--- config.mk ---
export PLATFORM = sky130hd
export DESIGN_NAME = ttl_expiry_queue_top
export DESIGN_NICKNAME = d
export VERILOG_FILES = /design/src/rtl/core/teq_pkg.sv /design/src/rtl/core/teq_ctrl.sv /design/src/rtl/core/teq_datapath.sv /design/src/rtl/core/ttl_expiry_queue_top.sv
export VERILOG_INCLUDE_DIRS = /design/src /design/src/rtl/core
export SDC_FILE = /design/constraint.sdc
export NUM_CORES = 1
export LEC_CHECK = 0
export BUFFER_PORTS_ARGS = -buffer_cell sky130_fd_sc_hd__buf_2
export CORE_MARGIN = 2
export CORE_UTILIZATION = 35
export CTS_BUF_LIST = sky130_fd_sc_hd__clkbuf_4
export CTS_CLUSTER_DIAMETER = 60
export DETAILED_ROUTE_END_ITERATION = 12
export SYNTH_ARGS = -nofsm -noshare
export SYNTH_HDL_FRONTEND = slang
export SYNTH_SLANG_ARGS = --single-unit
--- constraint.sdc ---
create_clock -name clock -period 20.3 [get_ports clock]
set_input_delay 4.06 -clock clock [delete_from_list [all_inputs] [get_ports clock]]
set_output_delay 4.06 -clock clock [all_outputs]
set_load 0.1 [all_outputs]
--- src/rtl/core/ttl_expiry_queue_top_macros.svh ---
// Assertion macros shared by the TTL expiry queue modules.
// Self-contained; included by the controller and the datapath.
`ifndef TTL_EXPIRY_QUEUE_TOP_MACROS_SVH
`define TTL_EXPIRY_QUEUE_TOP_MACROS_SVH

// Consequent must hold in the same cycle as the antecedent.
`define TEQ_ASSERT_SAME(label, clk, rst, ante, cons, msg) \
   label: assert property (@(posedge clk) disable iff (rst) (ante) |-> (cons)) \
      else $error(msg);

// Consequent must hold in the cycle after the antecedent.
`define TEQ_ASSERT_NEXT(label, clk, rst, ante, cons, msg) \
   label: assert property (@(posedge clk) disable iff (rst) (ante) |=> (cons)) \
      else $error(msg);

`endif

--- src/rtl/core/teq_pkg.sv ---
// Shared types and constants for the TTL expiry queue.
// No dependencies; used by every module of the block.
package teq_pkg;

   localparam int DEPTH_DEFAULT = 16;

   localparam int TAG_W   = 16;
   localparam int LEVEL_W = 2;
   localparam int TIME_W  = 32;
   localparam int LIFE_W  = 24;
   localparam int COUNT_W = 5;

   localparam logic [LIFE_W-1:0]  DEFAULT_LIFETIME = LIFE_W'(4000);
   localparam logic [COUNT_W-1:0] DEFAULT_VISIBLE  = COUNT_W'(3);
   localparam logic [COUNT_W-1:0] RESET_VISIBLE    = COUNT_W'(3);

   // Operation codes carried on req_kind.
   localparam logic KIND_PUSH = 1'b0;
   localparam logic KIND_TICK = 1'b1;

   typedef struct packed {
      logic [TAG_W-1:0]   tag;
      logic [LEVEL_W-1:0] level;
      logic [TIME_W-1:0]  arrival;
      logic [LIFE_W-1:0]  lifetime;
   } entry_type;

   // Commands from the controller to the datapath.
   typedef struct packed {
      logic accept_push;
      logic accept_tick;
      logic issue;
      logic eval;
      logic finish;
   } teq_cmd_type;

   // Status from the datapath to the controller.
   typedef struct packed {
      logic rd_more;
   } teq_status_type;

endpackage

--- src/rtl/core/teq_ctrl.sv ---
// Controller state machine of the TTL expiry queue.
// Depends on teq_pkg and the shared assertion macros.
`include "ttl_expiry_queue_top_macros.svh"

module teq_ctrl (
   input  logic                    clock,
   input  logic                    reset,
   input  logic                    start,
   input  logic                    req_kind,
   output logic                    busy,
   output logic                    rsp_strobe,
   output teq_pkg::teq_cmd_type    cmd,
   input  teq_pkg::teq_status_type st
);
   import teq_pkg::*;

   typedef enum logic [0:0] {
      ST_IDLE,
      ST_WALK
   } state_type;

   state_type state_ff;
   logic      pend_ff;
   logic      strobe_ff;
   logic      accept;

   assign accept = start && (state_ff == ST_IDLE);
   assign busy   = (state_ff != ST_IDLE);
   assign rsp_strobe = strobe_ff;

   always_comb begin
      cmd.accept_push = accept && (req_kind == KIND_PUSH);
      cmd.accept_tick = accept && (req_kind == KIND_TICK);
      cmd.issue       = (state_ff == ST_WALK) && st.rd_more;
      cmd.eval        = (state_ff == ST_WALK) && pend_ff;
      cmd.finish      = (state_ff == ST_WALK) && !st.rd_more && !pend_ff;
   end

   always_ff @(posedge clock) begin
      if (reset) begin
         state_ff  <= ST_IDLE;
         pend_ff   <= 1'b0;
         strobe_ff <= 1'b0;
      end else begin
         pend_ff   <= cmd.issue;
         strobe_ff <= cmd.accept_push || cmd.finish;
         unique case (state_ff)
            ST_IDLE: begin
               if (cmd.accept_tick) begin
                  state_ff <= ST_WALK;
               end
            end
            ST_WALK: begin
               if (cmd.finish) begin
                  state_ff <= ST_IDLE;
               end
            end
            default: begin
               state_ff <= ST_IDLE;
            end
         endcase
      end
   end

   `TEQ_ASSERT_SAME(a_strobe_when_idle, clock, reset, strobe_ff, !busy, "strobe while busy")
   `TEQ_ASSERT_NEXT(a_push_answers, clock, reset, cmd.accept_push, strobe_ff, "push gave no word")
   `TEQ_ASSERT_NEXT(a_tick_walks, clock, reset, cmd.accept_tick, busy && !strobe_ff, "tick not walked")

endmodule

--- src/rtl/core/teq_datapath.sv ---
// Datapath of the TTL expiry queue: circular entry memory, walk counters, result words.
// Depends on teq_pkg and the shared assertion macros.
`include "ttl_expiry_queue_top_macros.svh"

module teq_datapath #(
   parameter int DEPTH = teq_pkg::DEPTH_DEFAULT
) (
   input  logic                                clock,
   input  logic                                reset,
   input  teq_pkg::teq_cmd_type                cmd,
   output teq_pkg::teq_status_type             st,
   input  logic [teq_pkg::TIME_W-1:0]          req_now_time,
   input  logic [teq_pkg::LIFE_W-1:0]          req_lifetime,
   input  logic [teq_pkg::LEVEL_W-1:0]         req_severity,
   input  logic [teq_pkg::TAG_W-1:0]           req_payload_tag,
   input  logic                                csr_wr_en,
   input  logic [teq_pkg::COUNT_W-1:0]         csr_wr_data,
   output logic [teq_pkg::COUNT_W-1:0]         rsp_expired_count,
   output logic                                rsp_dropped_oldest,
   output logic [teq_pkg::COUNT_W-1:0]         rsp_occupancy,
   output logic [teq_pkg::COUNT_W-1:0]         rsp_visible_count
);
   import teq_pkg::*;

   localparam int IDX_W = $clog2(DEPTH);
   localparam int CNT_W = $clog2(DEPTH + 1);
   localparam int WIDE_W = (CNT_W > COUNT_W) ? CNT_W : COUNT_W;

   entry_type            entry_mem [DEPTH];
   entry_type            rd_ent_ff;
   logic [IDX_W-1:0]     head_ff;
   logic [CNT_W-1:0]     count_ff;
   logic [CNT_W-1:0]     rd_idx_ff;
   logic [CNT_W-1:0]     keep_ff;
   logic [CNT_W-1:0]     exp_ff;
   logic [TIME_W-1:0]    now_ff;
   logic [COUNT_W-1:0]   vis_limit_ff;
   logic [COUNT_W-1:0]   rsp_expired_ff;
   logic                 rsp_dropped_ff;
   logic [COUNT_W-1:0]   rsp_occ_ff;
   logic [COUNT_W-1:0]   rsp_vis_ff;

   logic                 full;
   logic [CNT_W-1:0]     push_count;
   logic [CNT_W-1:0]     final_count;
   logic [IDX_W-1:0]     wr_addr;
   logic [IDX_W-1:0]     rd_addr;
   logic                 wr_en;
   entry_type            wr_ent;
   entry_type            push_ent;
   logic [TIME_W-1:0]    age;
   logic                 expire;
   logic [COUNT_W-1:0]   cap;
   logic [WIDE_W-1:0]    occ_wide;
   logic [WIDE_W-1:0]    vis_wide;
   logic [WIDE_W-1:0]    exp_wide;

   // Slot of logical position pos counted from the oldest entry.
   function automatic logic [IDX_W-1:0] slot_of(input logic [IDX_W-1:0] base,
                                                input logic [CNT_W-1:0] pos);
      logic [CNT_W:0] sum;
      sum = (CNT_W+1)'(base) + (CNT_W+1)'(pos);
      if (sum >= (CNT_W+1)'(DEPTH)) begin
         sum = sum - (CNT_W+1)'(DEPTH);
      end
      return sum[IDX_W-1:0];
   endfunction

   assign full       = (count_ff == CNT_W'(DEPTH));
   assign push_count = full ? count_ff : count_ff + CNT_W'(1);
   assign st.rd_more = (rd_idx_ff != count_ff);
   assign rd_addr    = slot_of(head_ff, rd_idx_ff);

   assign age    = now_ff - rd_ent_ff.arrival;
   assign expire = (age >= TIME_W'(rd_ent_ff.lifetime));

   always_comb begin
      push_ent.tag      = req_payload_tag;
      push_ent.level    = req_severity;
      push_ent.arrival  = req_now_time;
      push_ent.lifetime = (req_lifetime == '0) ? DEFAULT_LIFETIME : req_lifetime;
      if (cmd.accept_push) begin
         wr_en   = 1'b1;
         wr_addr = slot_of(head_ff, count_ff);
         wr_ent  = push_ent;
      end else begin
         wr_en   = cmd.eval && !expire;
         wr_addr = slot_of(head_ff, keep_ff);
         wr_ent  = rd_ent_ff;
      end
   end

   // The result is built from the count that the finishing operation leaves.
   assign final_count = cmd.accept_push ? push_count : keep_ff;
   assign cap      = (vis_limit_ff == '0) ? DEFAULT_VISIBLE : vis_limit_ff;
   assign occ_wide = WIDE_W'(final_count);
   assign vis_wide = (occ_wide < WIDE_W'(cap)) ? occ_wide : WIDE_W'(cap);
   assign exp_wide = WIDE_W'(exp_ff);

   always_ff @(posedge clock) begin
      if (wr_en) begin
         entry_mem[wr_addr] <= wr_ent;
      end
      if (cmd.issue) begin
         rd_ent_ff <= entry_mem[rd_addr];
      end
   end

   always_ff @(posedge clock) begin
      if (reset) begin
         head_ff      <= '0;
         count_ff     <= '0;
         rd_idx_ff    <= '0;
         keep_ff      <= '0;
         exp_ff       <= '0;
         vis_limit_ff <= RESET_VISIBLE;
      end else begin
         if (csr_wr_en) begin
            vis_limit_ff <= csr_wr_data;
         end
         if (cmd.accept_push) begin
            count_ff <= push_count;
            if (full) begin
               head_ff <= slot_of(head_ff, CNT_W'(1));
            end
         end
         if (cmd.accept_tick) begin
            rd_idx_ff <= '0;
            keep_ff   <= '0;
            exp_ff    <= '0;
         end
         if (cmd.issue) begin
            rd_idx_ff <= rd_idx_ff + CNT_W'(1);
         end
         if (cmd.eval) begin
            if (expire) begin
               exp_ff <= exp_ff + CNT_W'(1);
            end else begin
               keep_ff <= keep_ff + CNT_W'(1);
            end
         end
         if (cmd.finish) begin
            count_ff <= keep_ff;
         end
      end
   end

   always_ff @(posedge clock) begin
      if (cmd.accept_tick) begin
         now_ff <= req_now_time;
      end
      if (cmd.accept_push || cmd.finish) begin
         rsp_expired_ff <= cmd.accept_push ? '0 : exp_wide[COUNT_W-1:0];
         rsp_dropped_ff <= cmd.accept_push && full;
         rsp_occ_ff     <= occ_wide[COUNT_W-1:0];
         rsp_vis_ff     <= vis_wide[COUNT_W-1:0];
      end
   end

   assign rsp_expired_count  = rsp_expired_ff;
   assign rsp_dropped_oldest = rsp_dropped_ff;
   assign rsp_occupancy      = rsp_occ_ff;
   assign rsp_visible_count  = rsp_vis_ff;

   `TEQ_ASSERT_SAME(a_count_bound, clock, reset, 1'b1, count_ff <= CNT_W'(DEPTH), "count overflow")
   `TEQ_ASSERT_SAME(a_keep_behind, clock, reset, cmd.eval, keep_ff < rd_idx_ff, "write passed read")
   `TEQ_ASSERT_SAME(a_walk_balance, clock, reset, cmd.finish,
      (CNT_W+1)'(exp_ff) + (CNT_W+1)'(keep_ff) == (CNT_W+1)'(count_ff), "entries lost in walk")
   `TEQ_ASSERT_NEXT(a_full_push_drops, clock, reset, cmd.accept_push && full,
      rsp_dropped_ff && (count_ff == CNT_W'(DEPTH)), "full push did not drop")

endmodule

--- src/rtl/core/ttl_expiry_queue_top.sv ---
// Top level of the TTL expiry queue: an ordered, drop-oldest queue with timed expiry.
// Depends on teq_pkg, teq_ctrl and teq_datapath.
//
// An input word is taken at a rising edge where start is high and busy is low.
// req_kind selects a push (append one entry, dropping the oldest if the queue is
// full) or a tick (expire every entry whose age has reached its lifetime and
// compact the survivors in order).
// Every word taken yields exactly one result word on the rsp_ ports, valid for the
// single cycle in which rsp_strobe is high. The receiver cannot stall the block, so
// results must be captured in that cycle.
// A push answers in the cycle after it is taken and never raises busy, so pushes
// can be accepted on every cycle while no tick is walking.
// A tick walks the stored entries through the single read port of the entry
// memory, one entry per cycle; each read is registered before the entry is judged.
// Busy stays high until every stored entry has been read and judged, and
// rsp_strobe is high in the first cycle after busy falls.
// The csr_ port writes the visible limit; write it only while idle.
// Synchronous reset empties the queue and sets the visible limit to 3. The entry
// memory itself is not cleared, since only occupied slots are ever read.
module ttl_expiry_queue_top #(
   parameter int DEPTH = teq_pkg::DEPTH_DEFAULT
) (
   input  logic                           clock,
   input  logic                           reset,
   input  logic                           start,
   output logic                           busy,
   input  logic                           req_kind,
   input  logic [teq_pkg::TIME_W-1:0]     req_now_time,
   input  logic [teq_pkg::LIFE_W-1:0]     req_lifetime,
   input  logic [teq_pkg::LEVEL_W-1:0]    req_severity,
   input  logic [teq_pkg::TAG_W-1:0]      req_payload_tag,
   input  logic                           csr_wr_en,
   input  logic [teq_pkg::COUNT_W-1:0]    csr_wr_data,
   output logic                           rsp_strobe,
   output logic [teq_pkg::COUNT_W-1:0]    rsp_expired_count,
   output logic                           rsp_dropped_oldest,
   output logic [teq_pkg::COUNT_W-1:0]    rsp_occupancy,
   output logic [teq_pkg::COUNT_W-1:0]    rsp_visible_count
);
   import teq_pkg::*;

   // Command and status links are the only connection between the two halves.
   teq_cmd_type    cmd;
   teq_status_type st;

   teq_ctrl u_ctrl (
      .clock      (clock),
      .reset      (reset),
      .start      (start),
      .req_kind   (req_kind),
      .busy       (busy),
      .rsp_strobe (rsp_strobe),
      .cmd        (cmd),
      .st         (st)
   );

   teq_datapath #(
      .DEPTH (DEPTH)
   ) u_datapath (
      .clock              (clock),
      .reset              (reset),
      .cmd                (cmd),
      .st                 (st),
      .req_now_time       (req_now_time),
      .req_lifetime       (req_lifetime),
      .req_severity       (req_severity),
      .req_payload_tag    (req_payload_tag),
      .csr_wr_en          (csr_wr_en),
      .csr_wr_data        (csr_wr_data),
      .rsp_expired_count  (rsp_expired_count),
      .rsp_dropped_oldest (rsp_dropped_oldest),
      .rsp_occupancy      (rsp_occupancy),
      .rsp_visible_count  (rsp_visible_count)
   );

endmodule

Word level (Yosys, flattened, before mapping)
Memories as Yosys holds them, arrays and structs flattened. A register that Yosys moved wholly into a read port is not among the register bits.
Cells that the tools add are included.
- flip-flop bits (word level): 80
- RAM bits: 1184
- input bits: 84
- output and inout port bits: 18
- memories kept: 1
- $add $sub $neg: 13
- $lt $le $gt $ge: 6
- equality and inequality tests: 2
- mux-type cells: 27
- bitwise gates (word level): 2
- reduce and logical (&&, ||, !) cells: 18
- memories (name ; words ; bits a word ; rd ports ; clocked after Yosys merged registers in ; write ports ; RTL line ; RTL):
    u_datapath.entry_mem ; 16 ; 74 ; 1 ; 1 ; 1 ; teq_datapath.sv:29 ; entry_type entry_mem [DEPTH];
- operators by type and width (operator ; count):
    74-bit 2-to-1 mux ; 1
    5-bit 2-to-1 mux ; 14
    32-bit by 24-bit greater-or-equal comparator with 1-bit output ; 1
    32-bit subtractor ; 1
    24-bit logical NOT ; 1
    24-bit 2-to-1 mux ; 1
    5-bit by 1-bit adder with 5-bit output (second input constant) ; 4
    4-bit 2-to-1 mux ; 5
    4-bit by 5-bit adder with 6-bit output ; 3
    6-bit by 5-bit greater-or-equal comparator with 1-bit output (second input constant) ; 3
    4-bit by 1-bit subtractor with 4-bit output (second input constant) ; 4
    1-bit logical AND ; 9
    4-bit by 1-bit adder with 5-bit output (second input constant) ; 1
    5-bit == test (second input constant) ; 1
    5-bit greater-or-equal comparator (second input constant) ; 1
    5-bit logical NOT ; 1
    5-bit less-than comparator ; 1
    1-bit 2-to-1 mux ; 5
    5-bit != test ; 1
    2-bit nonzero test ; 2
    1-bit logical NOT ; 3
    1-bit inverter ; 2
    1-bit case mux with 2 select lines ; 1
    2-bit AND reduction ; 1
    1-bit logical OR ; 1

Logic depth before layout (Yosys ltp)
- word-level depth: 7
- depth in mapped cells: 24
- mapped depth without buffers: 22

Modules after synthesis
A second synthesis with hierarchy kept.
- cells, all modules: 2392
- area, all modules: 42404.4 um^2
- modules (own cells, without submodules) (module ; times used ; cells each ; area an instance (um^2) ; sequential area each (um^2)):
    teq_datapath ; 1 ; 2379 ; 42260.5 ; 30609.4
    teq_ctrl ; 1 ; 13 ; 143.9 ; 60.1

Worst setup path after synthesis
Ideal clock, no wire load.
- kind: input to register
- start: input req_kind
- end: memory u_datapath.entry_mem[0][0] (netlist name), enable pin
- library setup time: 0.608 ns
- data arrival time: 11.590 ns
- setup slack: 8.101 ns
- stages: 11
- path through: or3b_2 -> clkbuf_1 -> clkbuf_1 -> nand2_1 -> o21ai_0 -> ha_1 -> a21o_1 -> a21oi_1 -> xnor2_1 -> xnor2_1 -> nor4_1
- word-level cells in the longest chain between the ends: 5
- elaborated cells on any way between the ends: 6
- RTL lines (element ; RTL line ; RTL):
    from (decl) ; ttl_expiry_queue_top.sv:27 ; input logic req_kind,
    1-bit inverter * ; teq_ctrl.sv:32 ; cmd.accept_push = accept && (req_kind == KIND_PUSH);
    1-bit logical AND * ; teq_ctrl.sv:32 ;
    1-bit 2-to-1 mux ; teq_datapath.sv:82 ; if (cmd.accept_push) begin
    1-bit 2-to-1 mux ; teq_datapath.sv:101 ; if (wr_en) begin
    1-bit 2-to-1 mux (implied by the code) ; teq_datapath.sv:102 ; entry_mem[wr_addr] <= wr_ent;
    to (decl) ; teq_datapath.sv:29 ;
Every way passes the cells marked *; elsewhere a longest branch is shown, timed or not.

Worst setup path in the final report
- start: input req_kind
- end: memory u_datapath.entry_mem[4][0] (netlist name), enable pin
The elaborated chain is that of the path after synthesis.

==> results.txt <==
# clock sinks = 1032
Cell count after synthesis = 2402
Clock tree buffer depth = 4
Post_cts resized = 0
Stages on worst setup path = 12
Switching power = 1.036 mW
Worst R2R Path Depth = 21
Crit Path Category = input pin to flop
Reg power frac = 53.8%
CP Capture Type = flop
Number of CTS-inserted buffers = 279
DP Cell Count = 4045
Initial DRC count = 2519
Cts hold-fix bufs = 0
Clock power share = 38.4%
Std-Cell Rows = 127
Worst rel slew slack = 27.18%
Mean Syn Cell Area = 17.64 sq um
Worst vdd ir = 58.27 uV
Setup TNS = 0 ps
Worst hold path depth = 2
Largest net degree at the start of global routing = 133
Clk_skew = 114.2 ps
EDFF count, synth = 1000
Fraction of final layout cells with drive strength greater than 1 = 28.53%
CP startpoint = req_kind
Starting Density = 35.31%
Die X = 351.9 microns
Final ANT Viol Nets = 0
Routability cong. = 0.8380
Vias in the first global route = 24740
Internal = 3.439 mW
GRT Util Overall = 17.08%
Count of cell types in the netlist = 66
Crit path DAT = 8280 ps
Critical Path, Cell by Cell = buf_2, or3b_2, nand2_1, o21ai_0, ha_1, a21o_1, a21oi_1, xnor2_1, xnor2_1, nor4_2, buf_4, buf_4
Biggest area consumer among synthesized cells = edfxtp_1
Most common cell in the synthesized netlist = edfxtp_1
Crit path max-delay family = simple AND/OR/NAND/NOR gates
Cell Count, Final, Fillers Out = 4492
Antenna violations before repair = 8
Slowest cell on the critical path = or3b_2
Final setup viols = 0
Multi-input logic area = 11070 sq um
Reg-to-Reg Start = u_datapath.now_ff[4]$_DFFE_PP_
Clk root buf = clkbuf_4
Mapped cell area = 42360 sq um
Clk_lat worst skew = 1190 ps
First-pass DRT Iterations = 7
H-tree depth = 5
Crit Reg-Reg Endpoint = u_datapath.entry_mem[4][0]$_DFFE_PP_
Final Hold Fails = 0
I/O Pins = 102
Register area = 30670 sq um
Seq/Total Area, Yosys = 72.40%
Slew Limit Fails = 0
Reg clk slew, reported paths = 60 ps
Vias = 23790
Top FF cell, synth = edfxtp_1
Nets = 2873
Main area contributors after synthesis = edfxtp_1 (71%), mux4_2 (12%), ha_1 (2.1%)
Syn. warnings = 0
Power share of the combinational group = 7.8%
CTS tree = done
Critical Path End = u_datapath.entry_mem[4][0]$_DFFE_PP_
I/O Buffers = 83
Pleak = 16.07 nW
Routed wire per std cell = 23.34 microns
First-pass GRT wire length = 154600 microns
Fin Hold WS = 514.6 ps
Post-synthesis async set-or-reset flop share = 0%
DRC = 0
Area delta synth->final = 13.89%
Worst path required time = 21020 ps
Hold Crit Class = flop to flop
Total wire length = 104800 microns
Number of max-cap violations = 0
Fin crit period = 7562 ps
CP startpoint kind = input pin
Worst Path Buf+Inv = 3
Vias per cell = 5.295
P per Cell Area = 92.75 nW/um^2
Flops & latches, synth = 1032
R2R Setup Slk = 13180 ps
Switching part of the total = 23.14%
Yosys top cell area share = 70.89%
Final Cycle Share = 37.25%
Worst slew pin tran = 1092 ps
Most common library cells after synthesis = edfxtp_1 (1000), nand2_1 (230), mux4_2 (224)
# fillers = 10830
Die Ht = 351.9 microns
Overflow after GRT = 0
Worst-path fanout max = 31
Core area = 120000 sq um
RSZ-0062 raised after global routing = false
Postcts setup bufs = 0
Syn Nets = 2560
Dpl hpwl = 56630 microns
CP max stage delay = 810 ps
Outcome = completed
Die area = 123800 sq um
Max Fclk = 132.2 MHz
## layer usage
layer  track usage (%)  vias up  wire, microns
li1                  -    10330              -
met1             23.82    12250          45680
met2             26.18     1019          48470
met3             3.465      192           8376
met4             6.986        4           2289
met5                 0        -             25
## cell type report
class,count,area share (%)
Antenna cell,9,0.04669
Clock buffer,387,6.022
Clock inverter,50,0.6173
Inverter,73,0.5706
Multi-Input combinational cell,1173,22.94
Sequential cell,1032,63.57
Tap cell,1612,4.181
Timing Repair Buffer,156,2.049
## per-stage QoR
| stage | util (%) | area [sq um] | setup slack (ps) | power [mW] |
|---|---|---|---|---|
| floorplan | - | 42360 | 8101 | 2.699 |
| global placement | 37.52 | 45010 | 11700 | 2.791 |
| detailed placement | 37.52 | 45010 | 11660 | 2.802 |
| CTS | 40.19 | 48210 | 12900 | 4.526 |
| global route | 40.21 | 48240 | 12630 | 4.672 |
| finish | 40.21 | 48240 | 12740 | 4.475 |
## cell families (layout without fill, tap and decap cells)
| group | Yosys count | after routing | share of synthesized area (%) |
|---|---|---|---|
| AO/OA/AOI/OAI | 333 | 333 | 4.992 |
| XOR/XNOR | 52 | 52 | 1.075 |
| adder cells (fa/ha/maj) | 74 | 74 | 2.239 |
| other | 0 | 9 | 0 |
| AND/OR/NAND/NOR | 482 | 482 | 5.367 |
| flip-flops | 1032 | 1032 | 72.40 |
| buffers and inverters | 197 | 666 | 1.825 |
| multiplexers | 232 | 232 | 12.10 |
## flip-flops by register name, indices dropped and copies added (netlist names)
signal and cells:
u_ctrl.busy 1, u_datapath.rsp_dropped_oldest 1, u_datapath.now_ff 32, u_datapath.rsp_occupancy 5
u_datapath.keep_ff 5, u_datapath.entry_mem 896, u_datapath.count_ff 5, u_datapath.rsp_expired_count 5
u_datapath.vis_limit_ff 5, u_datapath.head_ff 4, u_datapath.rd_ent_ff 56, u_ctrl.pend_ff 1
u_datapath.rd_idx_ff 5, u_ctrl.rsp_strobe 1, u_datapath.exp_ff 5, u_datapath.rsp_visible_count 5
## cell usage in the layout (no fill, tap or decap), drive strengths merged, types with 32 or more instances in the layout
cell type and instances:
o21ai 82, clkbuf 387, ha 71, mux4 224
a31oi 61, inv 77, clkinv 42, xnor2 32
a21oi 68, buf 156, and2 69, nand2 231
nor2 63, edfxtp 1000, a211oi 63, dfxtp 32
## power by group through the flow
stage          sequential, mW  combinational, mW  clock, mW
6_report                 2.41              0.350       1.72
5_1_grt                  2.41              0.384       1.88
4_1_cts                  2.41              0.351       1.77
3_5_place_dp             2.45              0.350          0
3_3_place_gp             2.45              0.341          0
2_1_floorplan            2.48              0.220          0
## worst register-to-register path: cells and delay by family (launching register included)
family / cells / cell delay, ps
fa+ha+maj: 2 / 880
compound gates: 8 / 1910
xor+xnor: 1 / 210
simple gates: 7 / 2020
flops: 1 / 390
buf+inv: 3 / 1260
## worst min-delay path by stage
stage | from | endpoint | slack, ps
2_1_floorplan | u_ctrl.pend_ff$_SDFF_PP0_ | u_ctrl.busy$_SDFF_PP0_ | 440
3_3_place_gp | u_ctrl.pend_ff$_SDFF_PP0_ | u_ctrl.busy$_SDFF_PP0_ | 470
3_5_place_dp | u_ctrl.pend_ff$_SDFF_PP0_ | u_ctrl.busy$_SDFF_PP0_ | 500
4_1_cts | u_ctrl.pend_ff$_SDFF_PP0_ | u_ctrl.busy$_SDFF_PP0_ | 510
5_1_grt | u_datapath.exp_ff[4]$_SDFF_PP0_ | u_datapath.exp_ff[4]$_SDFF_PP0_ | 530
6_report | u_datapath.exp_ff[4]$_SDFF_PP0_ | u_datapath.exp_ff[4]$_SDFF_PP0_ | 510
(Power assumes the default switching activity.)
